===== config.mk =====
export PLATFORM = sky130hd
export DESIGN_NAME = send_stream_tlv_parser
export DESIGN_NICKNAME = d
export VERILOG_FILES = /design/src/sstlv_pkg.sv /design/src/send_stream_tlv_parser.sv /design/src/sstlv_apb_regs.sv /design/src/sstlv_parse_core.sv
export SDC_FILE = /design/constraint.sdc
export NUM_CORES = 1
export LEC_CHECK = 0
export ABC_CLOCK_PERIOD_IN_PS = 7600
export BUFFER_PORTS_ARGS = -buffer_cell sky130_fd_sc_hd__clkbuf_2
export CAP_MARGIN = 10
export CORE_MARGIN = 2
export CORE_UTILIZATION = 28
export DETAILED_ROUTE_END_ITERATION = 8
export GPL_ROUTABILITY_DRIVEN = 1
export HOLD_SLACK_MARGIN = 0.02
export SYNTH_ARGS = -nofsm -noshare
export SYNTH_HDL_FRONTEND = slang
export SYNTH_SLANG_ARGS = --single-unit

===== constraint.sdc =====
create_clock -name i_clk -period 7.6 [get_ports i_clk]
set_input_delay 1.52 -clock i_clk [delete_from_list [all_inputs] [get_ports i_clk]]
set_output_delay 1.52 -clock i_clk [all_outputs]
set_load 0.1 [all_outputs]

===== src/sstlv_pkg.sv =====
// Shared types, codes and lookup functions of the send-stream TLV parser.
// No dependencies; every other file refers to it by scoped names.
`default_nettype none

package sstlv_pkg;

    localparam int unsigned BYTE_W    = 8;
    localparam int unsigned VERSION_W = 32;
    localparam int unsigned CNT_W     = 5;
    localparam int unsigned TDATA_W   = 128;
    localparam int unsigned TUSER_W   = 4;
    localparam int unsigned PADDR_W   = 3;
    localparam int unsigned PDATA_W   = 32;

    // stream header and command/attribute header layout (byte counts)
    localparam logic [CNT_W-1:0] MAGIC_LEN     = 5'd13;
    localparam logic [CNT_W-1:0] VERSION_LAST  = 5'd16;
    localparam logic [CNT_W-1:0] CMD_LEN_END   = 5'd4;
    localparam logic [CNT_W-1:0] CMD_CODE_END  = 5'd6;
    localparam logic [CNT_W-1:0] CMD_HDR_LAST  = 5'd9;
    localparam logic [CNT_W-1:0] ATTR_TYPE_END = 5'd2;
    localparam logic [CNT_W-1:0] ATTR_HDR_LAST = 5'd3;
    localparam logic [31:0]      ATTR_HDR_LEN  = 32'd4;

    localparam logic [31:0] MAX_VERSION_RESET = 32'd3;
    localparam logic        REG_MAX_VERSION   = 1'b0;

    // byte roles
    localparam logic [2:0] ROLE_STREAM  = 3'd0;
    localparam logic [2:0] ROLE_CMD     = 3'd1;
    localparam logic [2:0] ROLE_ATTR    = 3'd2;
    localparam logic [2:0] ROLE_PAYLOAD = 3'd3;
    localparam logic [2:0] ROLE_DISCARD = 3'd4;

    // status codes
    localparam logic [2:0] ST_OK        = 3'd0;
    localparam logic [2:0] ST_BAD_MAGIC = 3'd1;
    localparam logic [2:0] ST_VERSION   = 3'd2;
    localparam logic [2:0] ST_OVERFLOW  = 3'd3;
    localparam logic [2:0] ST_BAD_LEN   = 3'd4;
    localparam logic [2:0] ST_TRUNC     = 3'd5;

    // required payload lengths
    localparam logic [15:0] LEN_U64  = 16'd8;
    localparam logic [15:0] LEN_U32  = 16'd4;
    localparam logic [15:0] LEN_TIME = 16'd12;

    // payload offsets of value-carrying attributes: last bytes and time nsec start
    localparam logic [15:0] OFF_U64_LAST  = 16'd7;
    localparam logic [15:0] OFF_U32_LAST  = 16'd3;
    localparam logic [15:0] OFF_TIME_SEC  = 16'd7;
    localparam logic [15:0] OFF_TIME_NSEC = 16'd8;
    localparam logic [15:0] OFF_TIME_LAST = 16'd11;

    typedef enum logic [1:0] {
        AC_FREE,
        AC_U64,
        AC_U32,
        AC_TIME
    } t_attr_class;

    typedef struct packed {
        logic [7:0] data_byte;
        logic       end_of_stream;
    } t_item;

    typedef struct packed {
        logic [2:0]  byte_role;
        logic [15:0] command_code;
        logic [15:0] attribute_type;
        logic [15:0] payload_offset;
        logic [7:0]  byte_echo;
        logic        value_valid;
        logic [63:0] field_value;
        logic [2:0]  status;
    } t_result;

    function automatic logic [7:0] magic_byte(input logic [3:0] idx);
        logic [7:0] v;
        unique case (idx)
            4'd0:    v = 8'h62; // b
            4'd1:    v = 8'h74; // t
            4'd2:    v = 8'h72; // r
            4'd3:    v = 8'h66; // f
            4'd4:    v = 8'h73; // s
            4'd5:    v = 8'h2d; // -
            4'd6:    v = 8'h73; // s
            4'd7:    v = 8'h74; // t
            4'd8:    v = 8'h72; // r
            4'd9:    v = 8'h65; // e
            4'd10:   v = 8'h61; // a
            4'd11:   v = 8'h6d; // m
            default: v = 8'h00;
        endcase
        return v;
    endfunction

    function automatic t_attr_class attr_class(input logic [15:0] t);
        t_attr_class c;
        unique case (t)
            16'd2, 16'd3, 16'd4, 16'd5, 16'd6, 16'd7, 16'd8,
            16'd18, 16'd21, 16'd23, 16'd24,
            16'd26, 16'd27, 16'd28, 16'd29:  c = AC_U64;
            16'd25, 16'd30, 16'd31:          c = AC_U32;
            16'd9, 16'd10, 16'd11, 16'd12:   c = AC_TIME;
            default:                         c = AC_FREE;
        endcase
        return c;
    endfunction

endpackage

`default_nettype wire


===== src/send_stream_tlv_parser.sv =====
// Top level of the send-stream TLV parser: input beat register, parse core,
// result register and APB register slave. Depends on sstlv_pkg,
// sstlv_apb_regs and sstlv_parse_core.
//
//   channel   | direction | beat contents
//   s_axis    | in        | tdata[7:0] data_byte, tlast end_of_stream
//   m_axis    | out       | tdata: code, type, offset, echo, value, status; tuser: role, valid
//   apb       | in/out    | max_version at byte address 0
//
// One byte per cycle while the output drains; a result beat passes from the
// input register through the parse step into the result register.
// The parse step is one pass through the core's next-state logic.
// Reset is synchronous and active low and needs no clearing pass.
// A stalled output holds its beat; the input register keeps taking beats
// as long as the result register drains.
`default_nettype none

module send_stream_tlv_parser (
    input  wire logic                              i_clk,
    input  wire logic                              i_rst_n,
    input  wire logic                              s_axis_tvalid,
    output logic                                   s_axis_tready,
    input  wire logic [7:0]                        s_axis_tdata,   // [7:0] data_byte
    input  wire logic                              s_axis_tlast,
    output logic                                   m_axis_tvalid,
    input  wire logic                              m_axis_tready,
    // [15:0] command_code, [31:16] attribute_type, [47:32] payload_offset,
    // [55:48] byte_echo, [119:56] field_value, [122:120] status, rest zero
    output logic      [sstlv_pkg::TDATA_W-1:0]     m_axis_tdata,
    // [2:0] byte_role, [3] value_valid
    output logic      [sstlv_pkg::TUSER_W-1:0]     m_axis_tuser,
    input  wire logic                              psel,
    input  wire logic                              penable,
    input  wire logic                              pwrite,
    input  wire logic [sstlv_pkg::PADDR_W-1:0]     paddr,
    input  wire logic [sstlv_pkg::PDATA_W-1:0]     pwdata,
    output logic      [sstlv_pkg::PDATA_W-1:0]     prdata,
    output logic                                   pready
);

    logic                            r_in_valid;
    sstlv_pkg::t_item                r_in_item;
    logic                            r_out_valid;
    sstlv_pkg::t_result              r_out;
    sstlv_pkg::t_result              w_res;
    logic                            w_advance;
    logic [sstlv_pkg::VERSION_W-1:0] w_max_version;

    sstlv_apb_regs u_regs (
        .i_clk         (i_clk),
        .i_rst_n       (i_rst_n),
        .psel          (psel),
        .penable       (penable),
        .pwrite        (pwrite),
        .paddr         (paddr),
        .pwdata        (pwdata),
        .prdata        (prdata),
        .pready        (pready),
        .o_max_version (w_max_version)
    );

    sstlv_parse_core u_core (
        .i_clk         (i_clk),
        .i_rst_n       (i_rst_n),
        .i_step        (w_advance),
        .i_item        (r_in_item),
        .i_max_version (w_max_version),
        .o_result      (w_res)
    );

    assign w_advance     = r_in_valid && (!r_out_valid || m_axis_tready);
    assign s_axis_tready = !r_in_valid || w_advance;

    always_ff @(posedge i_clk) begin
        if (!i_rst_n) begin
            r_in_valid <= 1'b0;
        end else if (s_axis_tvalid && s_axis_tready) begin
            r_in_valid <= 1'b1;
        end else if (w_advance) begin
            r_in_valid <= 1'b0;
        end
    end

    always_ff @(posedge i_clk) begin
        if (s_axis_tvalid && s_axis_tready) begin
            r_in_item.data_byte     <= s_axis_tdata;
            r_in_item.end_of_stream <= s_axis_tlast;
        end
    end

    always_ff @(posedge i_clk) begin
        if (!i_rst_n) begin
            r_out_valid <= 1'b0;
        end else if (w_advance) begin
            r_out_valid <= 1'b1;
        end else if (m_axis_tready) begin
            r_out_valid <= 1'b0;
        end
    end

    always_ff @(posedge i_clk) begin
        if (w_advance) begin
            r_out <= w_res;
        end
    end

    assign m_axis_tvalid = r_out_valid;
    assign m_axis_tdata  = {5'd0, r_out.status, r_out.field_value, r_out.byte_echo,
                            r_out.payload_offset, r_out.attribute_type, r_out.command_code};
    assign m_axis_tuser  = {r_out.value_valid, r_out.byte_role};

endmodule

`default_nettype wire


===== src/sstlv_apb_regs.sv =====
// APB register slave of the send-stream TLV parser: holds max_version.
// Depends on sstlv_pkg.
`default_nettype none

module sstlv_apb_regs (
    input  wire logic                              i_clk,
    input  wire logic                              i_rst_n,
    input  wire logic                              psel,
    input  wire logic                              penable,
    input  wire logic                              pwrite,
    input  wire logic [sstlv_pkg::PADDR_W-1:0]     paddr,
    input  wire logic [sstlv_pkg::PDATA_W-1:0]     pwdata,
    output logic      [sstlv_pkg::PDATA_W-1:0]     prdata,
    output logic                                   pready,
    output logic      [sstlv_pkg::VERSION_W-1:0]   o_max_version
);

    logic [sstlv_pkg::VERSION_W-1:0] r_max_version;
    logic                            w_sel_max;

    assign w_sel_max = (paddr[2] == sstlv_pkg::REG_MAX_VERSION);

    always_ff @(posedge i_clk) begin
        if (!i_rst_n) begin
            r_max_version <= sstlv_pkg::MAX_VERSION_RESET;
        end else if (psel && penable && pwrite && w_sel_max) begin
            r_max_version <= pwdata;
        end
    end

    assign prdata        = w_sel_max ? r_max_version : '0;
    assign pready        = 1'b1;
    assign o_max_version = r_max_version;

endmodule

`default_nettype wire


===== src/sstlv_parse_core.sv =====
// Parse state and per-byte next-state logic of the send-stream TLV parser.
// Depends on sstlv_pkg; driven by send_stream_tlv_parser one beat at a time.
`default_nettype none

module sstlv_parse_core (
    input  wire logic                            i_clk,
    input  wire logic                            i_rst_n,
    input  wire logic                            i_step,
    input  wire sstlv_pkg::t_item                i_item,
    input  wire logic [sstlv_pkg::VERSION_W-1:0] i_max_version,
    output sstlv_pkg::t_result                   o_result
);

    typedef enum logic [2:0] {
        PH_STREAM,
        PH_CMD,
        PH_ATTR,
        PH_PAY,
        PH_DISCARD
    } t_phase;

    t_phase                         r_phase, n_phase;
    logic [sstlv_pkg::CNT_W-1:0]    r_hbc, n_hbc;
    logic [31:0]                    r_cbl, n_cbl;
    logic [15:0]                    r_abl, n_abl;
    logic [15:0]                    r_cmd, n_cmd;
    logic [15:0]                    r_attr, n_attr;
    logic [63:0]                    r_acc, n_acc;
    logic [15:0]                    r_pos, n_pos;
    logic [2:0]                     r_err, n_err;

    logic [7:0]                     v_b;
    logic [1:0]                     v_ver_sh;
    logic [63:0]                    v_acc;
    logic [31:0]                    v_cbl;
    logic [15:0]                    v_abl;
    logic [15:0]                    v_cmd;
    logic [15:0]                    v_attr;
    logic [15:0]                    v_need;
    sstlv_pkg::t_attr_class         v_cls;
    sstlv_pkg::t_result             v_res;

    always_comb begin
        n_phase = r_phase;
        n_hbc   = r_hbc;
        n_cbl   = r_cbl;
        n_abl   = r_abl;
        n_cmd   = r_cmd;
        n_attr  = r_attr;
        n_acc   = r_acc;
        n_pos   = r_pos;
        n_err   = r_err;

        v_b      = i_item.data_byte;
        v_ver_sh = r_hbc[1:0] + 2'd3;
        v_acc    = r_acc;
        v_cbl    = r_cbl;
        v_abl    = r_abl;
        v_cmd    = r_cmd;
        v_attr   = r_attr;
        v_need   = '0;
        v_cls    = sstlv_pkg::attr_class(r_attr);

        v_res                = '0;
        v_res.byte_role      = sstlv_pkg::ROLE_DISCARD;
        v_res.byte_echo      = v_b;

        unique case (r_phase)
            PH_STREAM: begin
                v_res.byte_role = sstlv_pkg::ROLE_STREAM;
                if (r_hbc < sstlv_pkg::MAGIC_LEN) begin
                    if (v_b != sstlv_pkg::magic_byte(r_hbc[3:0])) begin
                        n_err   = sstlv_pkg::ST_BAD_MAGIC;
                        n_phase = PH_DISCARD;
                    end else begin
                        n_hbc = r_hbc + 5'd1;
                    end
                end else begin
                    v_acc = ((r_hbc == sstlv_pkg::MAGIC_LEN) ? 64'd0 : r_acc)
                          | ({56'd0, v_b} << {v_ver_sh, 3'b000});
                    n_acc = v_acc;
                    if (r_hbc >= sstlv_pkg::VERSION_LAST) begin
                        if (v_acc > {32'd0, i_max_version}) begin
                            n_err   = sstlv_pkg::ST_VERSION;
                            n_phase = PH_DISCARD;
                        end else begin
                            n_phase = PH_CMD;
                            n_hbc   = '0;
                        end
                    end else begin
                        n_hbc = r_hbc + 5'd1;
                    end
                end
            end
            PH_CMD: begin
                v_res.byte_role = sstlv_pkg::ROLE_CMD;
                v_cbl = (r_hbc == '0) ? 32'd0 : r_cbl;
                v_cmd = (r_hbc == '0) ? 16'd0 : r_cmd;
                if (r_hbc < sstlv_pkg::CMD_LEN_END) begin
                    v_cbl = v_cbl | ({24'd0, v_b} << {r_hbc[1:0], 3'b000});
                end else if (r_hbc < sstlv_pkg::CMD_CODE_END) begin
                    v_cmd = v_cmd | ({8'd0, v_b} << {r_hbc[0], 3'b000});
                end
                n_cbl              = v_cbl;
                n_cmd              = v_cmd;
                v_res.command_code = v_cmd;
                if (r_hbc >= sstlv_pkg::CMD_HDR_LAST) begin
                    n_hbc   = '0;
                    n_phase = (v_cbl == 32'd0) ? PH_CMD : PH_ATTR;
                end else begin
                    n_hbc = r_hbc + 5'd1;
                end
            end
            PH_ATTR: begin
                v_res.byte_role    = sstlv_pkg::ROLE_ATTR;
                v_res.command_code = r_cmd;
                if (r_hbc == '0 && r_cbl < sstlv_pkg::ATTR_HDR_LEN) begin
                    n_err   = sstlv_pkg::ST_OVERFLOW;
                    n_phase = PH_DISCARD;
                end else begin
                    v_attr = (r_hbc == '0) ? 16'd0 : r_attr;
                    v_abl  = (r_hbc == '0) ? 16'd0 : r_abl;
                    if (r_hbc < sstlv_pkg::ATTR_TYPE_END) begin
                        v_attr = v_attr | ({8'd0, v_b} << {r_hbc[0], 3'b000});
                    end else begin
                        v_abl = v_abl | ({8'd0, v_b} << {r_hbc[0], 3'b000});
                    end
                    v_cbl                = r_cbl - 32'd1;
                    n_attr               = v_attr;
                    n_abl                = v_abl;
                    n_cbl                = v_cbl;
                    v_res.attribute_type = v_attr;
                    if (r_hbc >= sstlv_pkg::ATTR_HDR_LAST) begin
                        v_cls = sstlv_pkg::attr_class(v_attr);
                        unique case (v_cls)
                            sstlv_pkg::AC_U64:  v_need = sstlv_pkg::LEN_U64;
                            sstlv_pkg::AC_U32:  v_need = sstlv_pkg::LEN_U32;
                            sstlv_pkg::AC_TIME: v_need = sstlv_pkg::LEN_TIME;
                            default:            v_need = 16'd0;
                        endcase
                        n_hbc = '0;
                        priority if ({16'd0, v_abl} > v_cbl) begin
                            n_err   = sstlv_pkg::ST_OVERFLOW;
                            n_phase = PH_DISCARD;
                        end else if (v_need != 16'd0 && v_abl != v_need) begin
                            n_err   = sstlv_pkg::ST_BAD_LEN;
                            n_phase = PH_DISCARD;
                        end else if (v_abl == 16'd0) begin
                            n_phase = (v_cbl == 32'd0) ? PH_CMD : PH_ATTR;
                        end else begin
                            n_phase = PH_PAY;
                            n_pos   = '0;
                            n_acc   = '0;
                        end
                    end else begin
                        n_hbc = r_hbc + 5'd1;
                    end
                end
            end
            PH_PAY: begin
                v_res.byte_role      = sstlv_pkg::ROLE_PAYLOAD;
                v_res.command_code   = r_cmd;
                v_res.attribute_type = r_attr;
                v_res.payload_offset = r_pos;
                v_acc = ((v_cls == sstlv_pkg::AC_TIME && r_pos == sstlv_pkg::OFF_TIME_NSEC)
                        ? 64'd0 : r_acc)
                      | ({56'd0, v_b} << {r_pos[2:0], 3'b000});
                n_acc = v_acc;
                if ((v_cls == sstlv_pkg::AC_U64 && r_pos == sstlv_pkg::OFF_U64_LAST)
                    || (v_cls == sstlv_pkg::AC_U32 && r_pos == sstlv_pkg::OFF_U32_LAST)
                    || (v_cls == sstlv_pkg::AC_TIME
                        && (r_pos == sstlv_pkg::OFF_TIME_SEC
                            || r_pos == sstlv_pkg::OFF_TIME_LAST))) begin
                    v_res.value_valid = 1'b1;
                    v_res.field_value = v_acc;
                end
                n_pos = r_pos + 16'd1;
                v_abl = (r_abl != 16'd0) ? r_abl - 16'd1 : r_abl;
                v_cbl = (r_cbl != 32'd0) ? r_cbl - 32'd1 : r_cbl;
                n_abl = v_abl;
                n_cbl = v_cbl;
                if (v_abl == 16'd0) begin
                    n_hbc   = '0;
                    n_phase = (v_cbl == 32'd0) ? PH_CMD : PH_ATTR;
                end
            end
            PH_DISCARD: begin
                v_res.byte_role = sstlv_pkg::ROLE_DISCARD;
            end
            default: begin
                v_res.byte_role = sstlv_pkg::ROLE_DISCARD;
            end
        endcase

        if (i_item.end_of_stream && n_err == sstlv_pkg::ST_OK
            && !(n_phase == PH_CMD && n_hbc == '0)) begin
            n_err = sstlv_pkg::ST_TRUNC;
        end
        v_res.status = n_err;

        if (i_item.end_of_stream) begin
            n_phase = PH_STREAM;
            n_hbc   = '0;
            n_cbl   = '0;
            n_abl   = '0;
            n_cmd   = '0;
            n_attr  = '0;
            n_acc   = '0;
            n_pos   = '0;
            n_err   = sstlv_pkg::ST_OK;
        end
    end

    always_ff @(posedge i_clk) begin
        if (!i_rst_n) begin
            r_phase <= PH_STREAM;
            r_hbc   <= '0;
            r_cbl   <= '0;
            r_abl   <= '0;
            r_cmd   <= '0;
            r_attr  <= '0;
            r_acc   <= '0;
            r_pos   <= '0;
            r_err   <= sstlv_pkg::ST_OK;
        end else if (i_step) begin
            r_phase <= n_phase;
            r_hbc   <= n_hbc;
            r_cbl   <= n_cbl;
            r_abl   <= n_abl;
            r_cmd   <= n_cmd;
            r_attr  <= n_attr;
            r_acc   <= n_acc;
            r_pos   <= n_pos;
            r_err   <= n_err;
        end
    end

    assign o_result = v_res;

endmodule

`default_nettype wire


==> impl_metrics.yaml <==
routing:
  drc_errors: 0
  viasPerCell: 5.41
  wire_per_inst_um: 20.3
  ant_nets: 0
  vias: 18400
  drt_iter0_markers: 2259
  finalWirelength_um: 68900
  dr.pass1.iters: 6
flow_run:
  drv_cap: 0
power:
  max-vdd-ir-drop_uv: 173
  internal_power_mw: 3.29
  leakage_nw: 8.25
  total_power_mw: 4.69
  power_density_nw_per_um2: 207
  power.switching_mw: 1.40
  swShare: 0.299
  seqPwrFrac: 0.432
  pwr-share-comb: 0.129
  pwr-share-clk: 0.440
setup_path:
  worstPathMaxFanout: 16
  cpPeakStageDelay_ps: 800
  crit_chain: "clkinv_1, ha_1, inv_1, nor2_1, a22o_1, ha_1, nand4_1, or4_1, a21oi_1, a21oi_1, a31oi_1, o21ai_0, a21oi_1, nor2_1, o41ai_1, nand2_1, inv_1, ha_1, nand2b_1, o311ai_1"
  critPathArrivalTime_ps: 6860
  r2r-start: "u_core.r_hbc[0]"
  critPathRequiredTime_ps: 8060
  setup.worst_path.start_class: "flop"
  cp-end-kind: "flop"
  crit_type: "reg2reg"
  r2r_slack_ps: 1210
  cpMaxStageDelayCell: "ha_1"
  r2r_cells: 20
floorplanning:
  die_area_um2: 71300
  die_h_um: 267
  start_util: 0.283
  die_x_um: 267
  core-area_um2: 68600
  fp-row-count: 96
  ios: 218
clock_network:
  clock_sink_count: 350
  numCtsBuffers: 42
  cts_resized: 0
  clk_root_buffer_cell: "clkbuf_16"
  worstSkewPairLatency_ps: 600
  path_clk_slew_ps: 60
  htreeDepth: 2
  clock_path_buffers: 3
  ctsHoldBuffers: 0
  cts_setup_buffers: 0
  tritoncts: "done"
timing:
  whs_ps: 453
  tns_ps: 0
  worst_pin_slew_ps: 1180
  slew_headroom: 0.208
  clock.fmax_mhz: 156
  skew_ps: 51.2
  timing_max_transition_violations_final: 0
  rsz0062_at_grt: "no"
  post-route-period-util: 0.841
  hold_violations: 0
  setup-violations-final: 0
  min_period_ps: 6390
worst_hold_path:
  whs_endpoint: "u_regs.o_max_version[30]"
  hp-start: "u_regs.o_max_version[30]"
  min_path_cells: 2
  min_path_type: "reg2reg"
placed_design:
  post-dp-hpwl_um: 47900
  port_buffers: 209
  gp_congestion: 0.938
synth:
  synth_warnings: 0
  synth_enable_flop_cells: 136
  async_reset_ff_frac: 0
  synth_area_um2: 19400
  syn_avg_cell_area_um2: 8.39
  synth_cell_types: 85
  synth_cells: 2311
  ys_seq_area_frac: 0.432
  synth_ff_type: "dfxtp_1"
  ys_seq_elements: 350
grt:
  grt_pass1_wl_um: 104000
  gr-total-overflow: 0
  grt.total_usage: 0.187
  antenna_found_initial: 2
  grt_max_degree: 78
  first_global_vias: 16500
finish:
  final_common_cell: "nor2_1"
  areaGrowthSynthToFinish_pct: 16.8
  post-route-util: 0.330
  drive_gt1_frac: 0.149
  nets: 2540
  mostFrequentLayoutCells: "353 x nor2_1, 246 x nand2_1, 214 x dfxtp_1, 209 x clkbuf_2, 159 x a22oi_1"
run_status:
  status: "finished, final reports clean"
-- cells by family after synthesis --
family,synth area share
flops,0.432
compound gates,0.220
buf+inv,0.0542
xor+xnor,0.0158
mux,0.0131
fa+ha+maj,0.0413
other cells,0.000387
simple gates,0.224
-- final cells by class --
class	count	area [um^2]
Tap cell	931	1160
Sequential cell	350	8370
Timing Repair Buffer	257	1410
Antenna cell	2	5.00
Clock buffer	52	1140
Inverter	74	288
Clock inverter	26	269
Fill cell	7230	45900
Multi-Input combinational cell	1700	10000
-- power groups by stage --
stage,clock [mW],combinational [mW],sequential [mW]
6_report,2.06,0.603,2.02
5_1_grt,2.19,0.631,2.03
4_1_cts,2.11,0.598,2.02
3_5_place_dp,0,0.597,2.06
3_3_place_gp,0,0.595,2.06
2_1_floorplan,0,0.223,2.30
-- synthesized netlist by cell type (21+ instances only) --
library cell  instances  area, um^2
nor2_1              356        1340
nand2_1             247         927
dfxtp_1             214        4280
clkbuf_1            161         604
a22oi_1             159        1190
o21ai_0             149         746
edfxtp_1            136        4080
a21oi_1             127         636
inv_1                70         263
ha_1                 64         801
nor3_1               64         320
nor4_1               40         250
and2_1               33         206
nand3_1              30         150
nand2b_1             26         163
nand4_1              26         163
a22o_1               24         210
a31oi_1              23         144
mux2i_1              22         220
or3_1                21         131
-- through the flow --
stage / instance area, um^2 / setup WS [ps] / std cells
floorplan: 19400 / 674 / 2315
global placement: 21200 / 1450 / 3310
detailed placement: 21200 / 1370 / 3310
CTS: 22600 / 1330 / 3388
global route: 22600 / 772 / 3390
finish: 22600 / 1210 / 3392
-- per-layer routing --
metal  GRT usage  wire [um]  share of wire
met1       0.265      30500           0.44
met2       0.285      30400           0.44
met3      0.0370       5970          0.087
met4      0.0600       1980          0.029
met5           0         13        0.00019
-- worst max path at each step --
stage / from / cells past startpoint / endpoint
6_report: u_core.r_hbc[0] / 20 / flop
5_1_grt: u_core.r_hbc[0] / 20 / flop
4_1_cts: u_core.r_hbc[0] / 21 / flop
3_5_place_dp: u_core.r_hbc[0] / 20 / flop
3_3_place_gp: u_core.r_hbc[0] / 21 / flop
2_1_floorplan: m_axis_tready / 12 / flop
-- worst max-delay path, delay by kind of cell, from the launching register on --
family,cells,cell delay [ps]
AOI/OAI and AO/OA,8,2320
and+or+nand+nor,6,1520
adders and majority gates,3,1190
buffers and inverters,3,880
DFF,1,340
-- sequential cells by signal (all words and copies together) (netlist names), 16 cells and up, named ones only --
| register | cells |
|---|---|
| u_core.r_cbl | 32 |
| u_core.r_attr | 16 |
| u_core.r_pos | 16 |
| u_core.r_cmd | 16 |
| u_core.r_abl | 16 |
| u_regs.o_max_version | 32 |
| m_axis_tdata | 123 |
| u_core.r_acc | 64 |
Note: power is estimated with default switching activity, not from simulation.
